<file path="config.mk">
export PLATFORM = sky130hd
export DESIGN_NAME = uart_tx_ring_crlf_unit
export DESIGN_NICKNAME = d
export VERILOG_FILES = /design/src/hdl/urc_pkg.sv /design/src/hdl/urc_ring_mem.sv /design/src/hdl/urc_ptr_unit.sv /design/src/hdl/urc_seq.sv /design/src/hdl/urc_rsp_stage.sv /design/src/hdl/uart_tx_ring_crlf_unit.sv
export SDC_FILE = /design/constraint.sdc
export NUM_CORES = 2
export LEC_CHECK = 0
export BUFFER_PORTS_ARGS = -buffer_cell sky130_fd_sc_hd__buf_2
export CAP_MARGIN = 30
export CORE_MARGIN = 2
export CORE_UTILIZATION = 45
export DETAILED_ROUTE_END_ITERATION = 7
export GPL_TIMING_DRIVEN = 0
export HOLD_SLACK_MARGIN = 0.1
export PLACE_DENSITY_LB_ADDON = 0.1
export SLEW_MARGIN = 20
export SYNTH_ARGS = -nofsm -noshare
export SYNTH_HDL_FRONTEND = slang
export SYNTH_SLANG_ARGS = --single-unit
</file>
<file path="constraint.sdc">
create_clock -name clock -period 9.9 [get_ports clock]
set_clock_uncertainty 0.2 [all_clocks]
set_input_delay 0.495 -clock clock [delete_from_list [all_inputs] [get_ports clock]]
set_output_delay 0.495 -clock clock [all_outputs]
set_load 0.005 [all_outputs]
</file>
<file path="src/hdl/urc_pkg.sv">
// ----------------------------------------------------------------------------
// urc_pkg
// Shared types, constants and state codes for the UART transmit ring with
// line feed to CR/LF expansion.
// ----------------------------------------------------------------------------
package urc_pkg;

   // default sizes
   localparam int RING_DEPTH_DEF      = 256;
   localparam int UART_FIFO_DEPTH_DEF = 32;

   // most results one request may cause
   localparam int RESULT_LIMIT = 32;
   localparam int CNT_W        = $clog2(RESULT_LIMIT + 1);

   // characters
   localparam logic [7:0] CHAR_LF = 8'h0A;
   localparam logic [7:0] CHAR_CR = 8'h0D;

   // request functions
   localparam logic FUNC_PUSH  = 1'b0;
   localparam logic FUNC_DRAIN = 1'b1;

   typedef struct packed {
      logic       func;
      logic [7:0] data_byte;
      logic [5:0] fifo_room;
   } urc_req_type;

   typedef struct packed {
      logic [7:0] tx_byte;
      logic       last;
      logic       forced;
      logic [7:0] ring_fill;
   } urc_rsp_type;

   typedef enum logic [2:0] {
      ST_IDLE,
      ST_FULL_CHK,
      ST_FULL_RD,
      ST_WRITE,
      ST_SEND_CHK,
      ST_DRAIN,
      ST_FINISH,
      ST_FLUSH
   } urc_state_type;

   // which pointer the shared step unit advances
   typedef enum logic {
      SEL_WP,
      SEL_RP
   } urc_ptr_sel_type;

   // sequencer to result stage
   typedef struct packed {
      logic rd_fire;
      logic rd_forced;
      logic flush;
   } urc_ctl_type;

endpackage

</file>
<file path="src/hdl/urc_ring_mem.sv">
// ----------------------------------------------------------------------------
// urc_ring_mem
// Ring byte store: one write port, one read port with registered data.
// ----------------------------------------------------------------------------
module urc_ring_mem #(
   parameter int DEPTH = urc_pkg::RING_DEPTH_DEF,
   parameter int AW    = $clog2(DEPTH)
) (
   input  logic          clock,
   input  logic          wr_en,
   input  logic [AW-1:0] wr_addr,
   input  logic [7:0]    wr_data,
   input  logic          rd_en,
   input  logic [AW-1:0] rd_addr,
   output logic [7:0]    rd_data
);

   logic [7:0] mem_ff [DEPTH];
   logic [7:0] rd_data_ff;

   // store the byte
   always_ff @(posedge clock) begin
      if (wr_en) begin
         mem_ff[wr_addr] <= wr_data;
      end
   end

   // fetch the oldest byte
   always_ff @(posedge clock) begin
      if (rd_en) begin
         rd_data_ff <= mem_ff[rd_addr];
      end
   end

   assign rd_data = rd_data_ff;

endmodule

</file>
<file path="src/hdl/urc_ptr_unit.sv">
// ----------------------------------------------------------------------------
// urc_ptr_unit
// Shared pointer step unit: advances the selected pointer with wrap, and
// compares the pointers for full, empty and fill level.
// ----------------------------------------------------------------------------
module urc_ptr_unit #(
   parameter int RING_DEPTH = urc_pkg::RING_DEPTH_DEF,
   parameter int PW         = $clog2(RING_DEPTH)
) (
   input  logic [PW-1:0]             wp,
   input  logic [PW-1:0]             rp,
   input  urc_pkg::urc_ptr_sel_type  sel,
   output logic [PW-1:0]             nxt,
   output logic                      full,
   output logic                      empty,
   output logic [7:0]                fill
);

   import urc_pkg::*;

   logic [PW-1:0] src;
   logic [PW-1:0] level;

   // advance the selected pointer, wrapping at the ring depth
   assign src = (sel == SEL_WP) ? wp : rp;
   assign nxt = (src == PW'(RING_DEPTH - 1)) ? '0 : src + 1'b1;

   // full when the advanced write pointer meets the read pointer
   assign full  = (nxt == rp);
   assign empty = (wp == rp);

   // bytes held, modulo the ring depth
   always_comb begin
      if (wp >= rp) begin
         level = wp - rp;
      end else begin
         level = PW'(RING_DEPTH) - rp + wp;
      end
   end

   assign fill = 8'(level);

endmodule

</file>
<file path="src/hdl/urc_seq.sv">
// ----------------------------------------------------------------------------
// urc_seq
// Request sequencer: owns the ring pointers and the FIFO room count, and
// steps through store and send operations one at a time.
// ----------------------------------------------------------------------------
module urc_seq #(
   parameter int RING_DEPTH      = urc_pkg::RING_DEPTH_DEF,
   parameter int UART_FIFO_DEPTH = urc_pkg::UART_FIFO_DEPTH_DEF,
   parameter int PW              = $clog2(RING_DEPTH)
) (
   input  logic                     clock,
   input  logic                     reset,
   input  logic                     start,
   output logic                     busy,
   input  urc_pkg::urc_req_type     req_data,
   // pointer unit
   output logic [PW-1:0]            wp,
   output logic [PW-1:0]            rp,
   output urc_pkg::urc_ptr_sel_type ptr_sel,
   input  logic [PW-1:0]            ptr_nxt,
   input  logic                     ptr_full,
   input  logic                     ptr_empty,
   // ring store
   output logic                     mem_wr_en,
   output logic [PW-1:0]            mem_wr_addr,
   output logic [7:0]               mem_wr_data,
   output logic                     mem_rd_en,
   output logic [PW-1:0]            mem_rd_addr,
   // result stage
   output urc_pkg::urc_ctl_type     ctl
);

   import urc_pkg::*;

   localparam int RW = $clog2(UART_FIFO_DEPTH + 1);

   urc_state_type state_ff, state_in;
   logic [PW-1:0]    wp_ff, wp_in;
   logic [PW-1:0]    rp_ff, rp_in;
   logic [RW-1:0]    room_ff, room_in;
   logic [CNT_W-1:0] cnt_ff, cnt_in;
   logic [7:0]       byte_ff, byte_in;
   logic             cr_ff, cr_in;
   logic             accept;
   logic             drain_go;
   logic [RW-1:0]    room_clamp;

   assign busy   = (state_ff != ST_IDLE);
   assign accept = start && !busy;
   assign wp     = wp_ff;
   assign rp     = rp_ff;

   // clamp the reported room to the FIFO depth
   always_comb begin
      if (32'(req_data.fifo_room) > 32'(UART_FIFO_DEPTH)) begin
         room_clamp = RW'(UART_FIFO_DEPTH);
      end else begin
         room_clamp = RW'(req_data.fifo_room);
      end
   end

   // keep draining while bytes, room and result budget remain
   assign drain_go = !ptr_empty && (room_ff != '0) && (cnt_ff < CNT_W'(RESULT_LIMIT));

   // next state
   always_comb begin
      state_in = state_ff;
      case (state_ff)
         ST_IDLE: begin
            if (accept) begin
               state_in = (req_data.func == FUNC_DRAIN) ? ST_DRAIN : ST_FULL_CHK;
            end
         end
         ST_FULL_CHK: state_in = ptr_full ? ST_FULL_RD : ST_WRITE;
         ST_FULL_RD:  state_in = ST_WRITE;
         ST_WRITE:    state_in = ST_SEND_CHK;
         ST_SEND_CHK: state_in = cr_ff ? ST_FULL_CHK : ST_FINISH;
         ST_DRAIN:    state_in = drain_go ? ST_DRAIN : ST_FINISH;
         ST_FINISH:   state_in = ST_FLUSH;
         ST_FLUSH:    state_in = ST_IDLE;
         default:     state_in = ST_IDLE;
      endcase
   end

   // outputs and datapath updates
   always_comb begin
      wp_in         = wp_ff;
      rp_in         = rp_ff;
      room_in       = room_ff;
      cnt_in        = cnt_ff;
      byte_in       = byte_ff;
      cr_in         = cr_ff;
      ptr_sel       = SEL_RP;
      mem_wr_en     = 1'b0;
      mem_wr_addr   = wp_ff;
      mem_wr_data   = byte_ff;
      mem_rd_en     = 1'b0;
      mem_rd_addr   = rp_ff;
      ctl           = '0;
      case (state_ff)
         ST_IDLE: begin
            if (accept) begin
               byte_in = req_data.data_byte;
               room_in = room_clamp;
               cr_in   = (req_data.func == FUNC_PUSH) && (req_data.data_byte == CHAR_LF);
               cnt_in  = '0;
            end
         end
         ST_FULL_CHK: begin
            ptr_sel = SEL_WP;
         end
         ST_FULL_RD: begin
            // force out the oldest byte
            mem_rd_en     = 1'b1;
            rp_in         = ptr_nxt;
            ctl.rd_fire   = 1'b1;
            ctl.rd_forced = (room_ff == '0);
            if (room_ff != '0) begin
               room_in = room_ff - 1'b1;
            end
         end
         ST_WRITE: begin
            ptr_sel   = SEL_WP;
            mem_wr_en = 1'b1;
            wp_in     = ptr_nxt;
         end
         ST_SEND_CHK: begin
            if (room_ff != '0) begin
               mem_rd_en   = 1'b1;
               rp_in       = ptr_nxt;
               ctl.rd_fire = 1'b1;
               room_in     = room_ff - 1'b1;
            end
            // queue the carriage return after a line feed
            if (cr_ff) begin
               byte_in = CHAR_CR;
               cr_in   = 1'b0;
            end
         end
         ST_DRAIN: begin
            if (drain_go) begin
               mem_rd_en   = 1'b1;
               rp_in       = ptr_nxt;
               ctl.rd_fire = 1'b1;
               room_in     = room_ff - 1'b1;
               cnt_in      = cnt_ff + 1'b1;
            end
         end
         ST_FINISH: begin
         end
         ST_FLUSH: begin
            ctl.flush = 1'b1;
         end
         default: begin
         end
      endcase
   end

   // control registers
   always_ff @(posedge clock) begin
      if (reset) begin
         state_ff <= ST_IDLE;
         wp_ff    <= '0;
         rp_ff    <= '0;
      end else begin
         state_ff <= state_in;
         wp_ff    <= wp_in;
         rp_ff    <= rp_in;
      end
   end

   // working registers
   always_ff @(posedge clock) begin
      room_ff <= room_in;
      cnt_ff  <= cnt_in;
      byte_ff <= byte_in;
      cr_ff   <= cr_in;
   end

endmodule

</file>
<file path="src/hdl/urc_rsp_stage.sv">
// ----------------------------------------------------------------------------
// urc_rsp_stage
// Result stage: holds each sent byte back one step so the final byte of a
// request can be marked last, and drives the registered result ports.
// ----------------------------------------------------------------------------
module urc_rsp_stage (
   input  logic                 clock,
   input  logic                 reset,
   input  urc_pkg::urc_ctl_type ctl,
   input  logic [7:0]           rd_data,
   input  logic [7:0]           fill,
   output logic                 rsp_strobe,
   output urc_pkg::urc_rsp_type rsp_data
);

   import urc_pkg::*;

   logic        rd_valid_ff;
   logic        rd_forced_ff;
   logic        pend_valid_ff, pend_valid_in;
   urc_rsp_type pend_ff, pend_in;
   logic        rsp_valid_ff, rsp_valid_in;
   urc_rsp_type rsp_ff, rsp_in;

   // track the read in flight
   always_ff @(posedge clock) begin
      if (reset) begin
         rd_valid_ff <= 1'b0;
      end else begin
         rd_valid_ff <= ctl.rd_fire;
      end
   end

   always_ff @(posedge clock) begin
      rd_forced_ff <= ctl.rd_forced;
   end

   // release the held byte when a newer one lands or the request ends
   always_comb begin
      pend_valid_in = pend_valid_ff;
      pend_in       = pend_ff;
      rsp_valid_in  = 1'b0;
      rsp_in        = pend_ff;
      if (rd_valid_ff) begin
         rsp_valid_in      = pend_valid_ff;
         rsp_in.last       = 1'b0;
         pend_valid_in     = 1'b1;
         pend_in.tx_byte   = rd_data;
         pend_in.last      = 1'b0;
         pend_in.forced    = rd_forced_ff;
         pend_in.ring_fill = fill;
      end else if (ctl.flush) begin
         rsp_valid_in  = pend_valid_ff;
         rsp_in.last   = 1'b1;
         pend_valid_in = 1'b0;
      end
   end

   always_ff @(posedge clock) begin
      if (reset) begin
         pend_valid_ff <= 1'b0;
         rsp_valid_ff  <= 1'b0;
      end else begin
         pend_valid_ff <= pend_valid_in;
         rsp_valid_ff  <= rsp_valid_in;
      end
   end

   always_ff @(posedge clock) begin
      pend_ff <= pend_in;
      rsp_ff  <= rsp_in;
   end

   assign rsp_strobe = rsp_valid_ff;
   assign rsp_data   = rsp_ff;

endmodule

</file>
<file path="src/hdl/uart_tx_ring_crlf_unit.sv">
// ----------------------------------------------------------------------------
// uart_tx_ring_crlf_unit
// Transmit ring buffer in front of a UART transmit FIFO, with line feed
// expanded to line feed plus carriage return.
// ----------------------------------------------------------------------------
// Usage:
//   Raise start with a request on req_data while busy is low. A push request
//   stores data_byte (and a carriage return after a line feed), forcing out
//   the oldest byte when the ring is full and sending one byte per slot of
//   fifo_room. A drain request sends stored bytes while room lasts, at most
//   32 per request.
//   Each byte sent appears on rsp_data for one cycle with rsp_strobe high;
//   the final byte of a request carries last. A request that sends nothing
//   returns no result.
//   Steps: a push goes through full check, write, send check, finish
//   and flush, repeating check, write and send for the carriage return and
//   adding a read step per forced-out byte. A drain sends one byte a cycle
//   through the shared pointer unit and single memory read port. busy falls
//   in the cycle the last result shows, and a new request may be accepted then.
//   Reset clears both pointers (empty ring) and any result in progress. The
//   receiver cannot stall; results must be taken as they appear.
// ----------------------------------------------------------------------------
module uart_tx_ring_crlf_unit #(
   parameter int RING_DEPTH      = urc_pkg::RING_DEPTH_DEF,
   parameter int UART_FIFO_DEPTH = urc_pkg::UART_FIFO_DEPTH_DEF
) (
   input  logic                 clock,
   input  logic                 reset,
   input  logic                 start,
   output logic                 busy,
   input  urc_pkg::urc_req_type req_data,
   output logic                 rsp_strobe,
   output urc_pkg::urc_rsp_type rsp_data
);

   import urc_pkg::*;

   localparam int PW = $clog2(RING_DEPTH);

   logic [PW-1:0]   wp;
   logic [PW-1:0]   rp;
   urc_ptr_sel_type ptr_sel;
   logic [PW-1:0]   ptr_nxt;
   logic            ptr_full;
   logic            ptr_empty;
   logic [7:0]      fill;
   logic            mem_wr_en;
   logic [PW-1:0]   mem_wr_addr;
   logic [7:0]      mem_wr_data;
   logic            mem_rd_en;
   logic [PW-1:0]   mem_rd_addr;
   logic [7:0]      mem_rd_data;
   urc_ctl_type     ctl;

   // sequence the request
   urc_seq #(
      .RING_DEPTH      (RING_DEPTH),
      .UART_FIFO_DEPTH (UART_FIFO_DEPTH),
      .PW              (PW)
   ) u_seq (
      .clock       (clock),
      .reset       (reset),
      .start       (start),
      .busy        (busy),
      .req_data    (req_data),
      .wp          (wp),
      .rp          (rp),
      .ptr_sel     (ptr_sel),
      .ptr_nxt     (ptr_nxt),
      .ptr_full    (ptr_full),
      .ptr_empty   (ptr_empty),
      .mem_wr_en   (mem_wr_en),
      .mem_wr_addr (mem_wr_addr),
      .mem_wr_data (mem_wr_data),
      .mem_rd_en   (mem_rd_en),
      .mem_rd_addr (mem_rd_addr),
      .ctl         (ctl)
   );

   // step and compare the pointers
   urc_ptr_unit #(
      .RING_DEPTH (RING_DEPTH),
      .PW         (PW)
   ) u_ptr (
      .wp    (wp),
      .rp    (rp),
      .sel   (ptr_sel),
      .nxt   (ptr_nxt),
      .full  (ptr_full),
      .empty (ptr_empty),
      .fill  (fill)
   );

   // hold the queued bytes
   urc_ring_mem #(
      .DEPTH (RING_DEPTH),
      .AW    (PW)
   ) u_mem (
      .clock   (clock),
      .wr_en   (mem_wr_en),
      .wr_addr (mem_wr_addr),
      .wr_data (mem_wr_data),
      .rd_en   (mem_rd_en),
      .rd_addr (mem_rd_addr),
      .rd_data (mem_rd_data)
   );

   // mark and drive the results
   urc_rsp_stage u_rsp (
      .clock      (clock),
      .reset      (reset),
      .ctl        (ctl),
      .rd_data    (mem_rd_data),
      .fill       (fill),
      .rsp_strobe (rsp_strobe),
      .rsp_data   (rsp_data)
   );

endmodule

</file>
==> metrics.md <==
| Metric | Value |
|---|---|
| Syn Nets | 4,123 |
| Routed vias/inst | 6.143 |
| Initial DRC count | 5,862 |
| Nets | 4,571 |
| Placed wire-length estimate | 183,800 um |
| Max stage delay cell, worst path | a211oi_1 |
| TritonCTS Buffers | 218 |
| Ys async rst share | 0 |
| Wirelength per Cell | 35.72 um |
| Req. time, crit path | 10.41 ns |
| Sum Neg Setup Slack | 0 ns |
| Post-synth top area share | 0.7569 |
| H-tree levels | 4 |
| Clk sinks | 2,135 |
| Final GP Congestion | 0.9793 |
| Register area | 63,700 um2 |
| Worst Hold End | u_rsp.rsp_data[7] |
| Yosys cell types | 61 |
| CTS resizes | 0 |
| HP Class | flop to flop |
| Final hold vios | 0 |
| Max-cap violation count | 0 |
| Final setup fails | 0 |
| Reg2reg end | u_seq.mem_rd_addr[0] |
| CTS Hold Bufs | 19 |
| Syn Inst Count | 4,093 |
| Syn avg cell area | 20.30 um2 |
| Drt drc | 0 |
| Largest net degree at the start of global routing | 29 |
| Origin of the critical flop-to-flop path | u_seq.mem_rd_addr[1] |
| First-pass GRT wire length | 350,200 um |
| Crit-path cells | buf_4 > buf_4 > buf_4 > buf_2 > buf_2 > inv_1 > ha_1 > nand3_1 > nor3_1 > or3_4 > a211oi_1 > nor2_1 > buf_4 > clkinv_2 > mux2i_1 > nor2_1 |
| Mapped cell area | 83,080 um2 |
| Most frequent cells in the layout | edfxtp_1, mux4_2, nor2_1, mux2i_1, clkbuf_16 |
| Overflow after GRT | 0 |
| Synth Flop Type | edfxtp_1 |
| Syn. warnings | 0 |
| Flops & latches, synth | 2,135 |
| Share of post-route cells with drive strength above 1 | 0.2447 |
| Synth area leaders | edfxtp_1, mux4_2, mux2i_1 |
| Fmax | 178.9 MHz |
| Initial antenna violation count | 10 |
| Layout area overhead | 16.11% |
| Post-synth EDFFs | 2,094 |
| Worst slew margin | 0.3030 |
| M1 wire length | 105,000 um |
| Post-CTS Setup Bufs | 0 |
| CTS tree | built |
| Crit share post-route | 0.5647 |
| Routed WL | 257,100 um |
| Commonest non-fill, non-tap cell in the layout | edfxtp_1 |
| GRT Overall Usage | 0.2736 |
| Crit path max fanout | 15 |
| Die width | 433.7 um |
| CTS clk-pin slew, worst paths | 0.06 ns |
| Tmin final | 5.591 ns |
| Leak Pwr | 29.88 nW |
| Num rows | 157 |
| Worst Tran Pin Value | 1.046 ns |
| Core area | 183,300 um2 |
| Top sig layer | met4 |
| Finished Core Util | 0.5263 |
| Status | finished clean |
| Hold path depth | 0 |
| Post-synthesis sequential area ratio | 0.7668 |
| Max VDD drop | 0.0001811 V |
| Reg2Reg Setup Slack | 4.31 ns |
| Worst path most repeated cell | buf_4 |
| Met3 WL | 20,530 um |
| Number of global-route vias before repair | 43,000 |
| Crit start category | flop |
| DIE AREA | 188,100 um2 |
| CP endpoint kind | flop |
| Path depth of the worst reg2reg path | 16 |
| Cell taking the most area after synthesis | edfxtp_1 |
| # IOs | 38 |
| Clock Latency Late Sink | 0.86 ns |
| IO Port Bufs | 37 |
| Antenna-violating nets left | 0 |
| Layout filler cell count | 14,440 |
| CTS root buf | clkbuf_16 |
| Critical Path AT | 6.10 ns |
| Length of the first detailed-routing pass in iterations | 6 |
| Beginning of the worst hold path | u_rsp.pend_ff[7] |
| Power per cell area | 253.4 nW/um2 |
| CTS Buffer Depth | 3 |
| Via count | 44,220 |
| Crit path kind | flop to flop |
| Chip Height | 433.7 um |
| Max Slew Vio Count | 0 |
| CP peak stage delay | 0.58 ns |
| Multi-input combinational cell area | 18,020 um2 |
| RSZ-0062 raised after global routing | false |
| Metal2 WL | 121,500 um |
| Initial Util | 0.4533 |
==> layer usage <==
metal  vias up  track usage
met3       414      0.04802
met4         0      0.09693
met2      2073       0.4318
li1      17860            -
met1     23870       0.3854
met5         -            0
==> worst max-delay path: cells and delay by family, from the launching register on <==
| kind | cells | cell delay (ns) |
|---|---|---|
| buf+inv | 8 | 2.72 |
| simple gates | 5 | 0.90 |
| compound gates | 1 | 0.58 |
| flops | 1 | 0.44 |
| fa+ha+maj | 1 | 0.31 |
| mux | 1 | 0.22 |
==> power breakdown <==
group          switching [W]  internal [W]
Combinational        0.00336       0.00198
Sequential          0.000122        0.0106
Clock                0.00356       0.00480
==> cells in the mapped netlist, types with 3 or more instances <==
library cell and n:
edfxtp_1 2094, mux4_2 437, nor2_1 317, mux2i_1 231, clkbuf_1 96, nand2_1 94
o22ai_1 83, o21ai_0 77, buf_2 72, a211oi_1 59, buf_4 55, nand3_1 46
a221oi_1 44, dfxtp_1 41, a21oi_1 38, a22oi_1 38, a22o_1 31, nor3_1 22
nand4_1 19, a31oi_1 18, nor2b_1 16, buf_6 15, xnor2_1 14, xor2_1 14
inv_1 12, ha_1 11, a221o_1 8, and3_1 7, nand3b_1 7, nor4_1 7
buf_1 6, a211oi_2 5, and2_1 5, mux2_2 5, nand2b_1 5, o21a_1 5
a211o_1 3, clkinv_1 3, o31a_1 3, o41ai_1 3, or2_2 3
==> worst max path at each step <==
stage,from,to,cells after the start
final,u_seq.mem_rd_addr[1],u_seq.mem_rd_addr[0],16
after global routing,u_seq.mem_rd_addr[1],u_seq.mem_rd_addr[0],16
after CTS,u_seq.mem_rd_addr[1],u_seq.mem_rd_addr[0],16
after detailed placement,u_seq.mem_rd_addr[1],u_seq.mem_rd_addr[0],16
after global placement,u_seq.mem_wr_data[4],u_mem.mem_ff[100][4],0
after floorplan,u_seq.mem_wr_data[0],u_mem.mem_ff[0][0],0
==> flip-flops by register name (all words and copies together), names as in the netlist, 3 cells and up <==
name,flops
u_seq.mem_wr_data,8
u_rsp.pend_ff,17
u_seq.cnt_ff,6
u_mem.mem_ff,2048
u_seq.mem_wr_addr,8
u_mem.rd_data,8
u_seq.mem_rd_addr,8
u_seq.room_ff,6
u_seq.state_ff,3
u_rsp.rsp_data,18
==> through the flow <==
stage          hold slack, ns  power, W  worst slack [ns]  instance area [um2]  cells
4_1_cts                0.1435   0.02452             4.324                96330   7177
6_report               0.1416   0.02444             4.309                96460   7198
3_5_place_dp           0.1269   0.01624             4.338                88880   6750
3_3_place_gp           0.1321   0.01615             1.086                86340   6594
5_1_grt                0.1461   0.02507             4.220                96450   7193
2_1_floorplan          0.1233   0.01390             5.654                83080   4093
==> cells by family (layout without fill, tap and decap cells) <==
kind of cell	Yosys count	in the layout	synth area share
AO/OA/AOI/OAI	423	423	0.03509
XOR/XNOR	28	28	0.002952
adder cells (fa/ha/maj)	12	12	0.001898
buffers and inverters	262	898	0.01678
flip-flops	2135	2135	0.7668
multiplexers	674	674	0.1473
other	0	5	0
AND/OR/NAND/NOR	559	559	0.02925
==> cell type report <==
cell class                 count  share of cell area
sequential                  2135              0.6604
inverter                      18           0.0007134
tap                         2464             0.03196
clock buffer                 256             0.05898
clock inverter               152             0.01630
timing repair buffer         228             0.03074
buffer                       244             0.01397
multi-input combinational   1696              0.1868
antenna                        5           0.0001297
(Power assumes the default switching activity.)
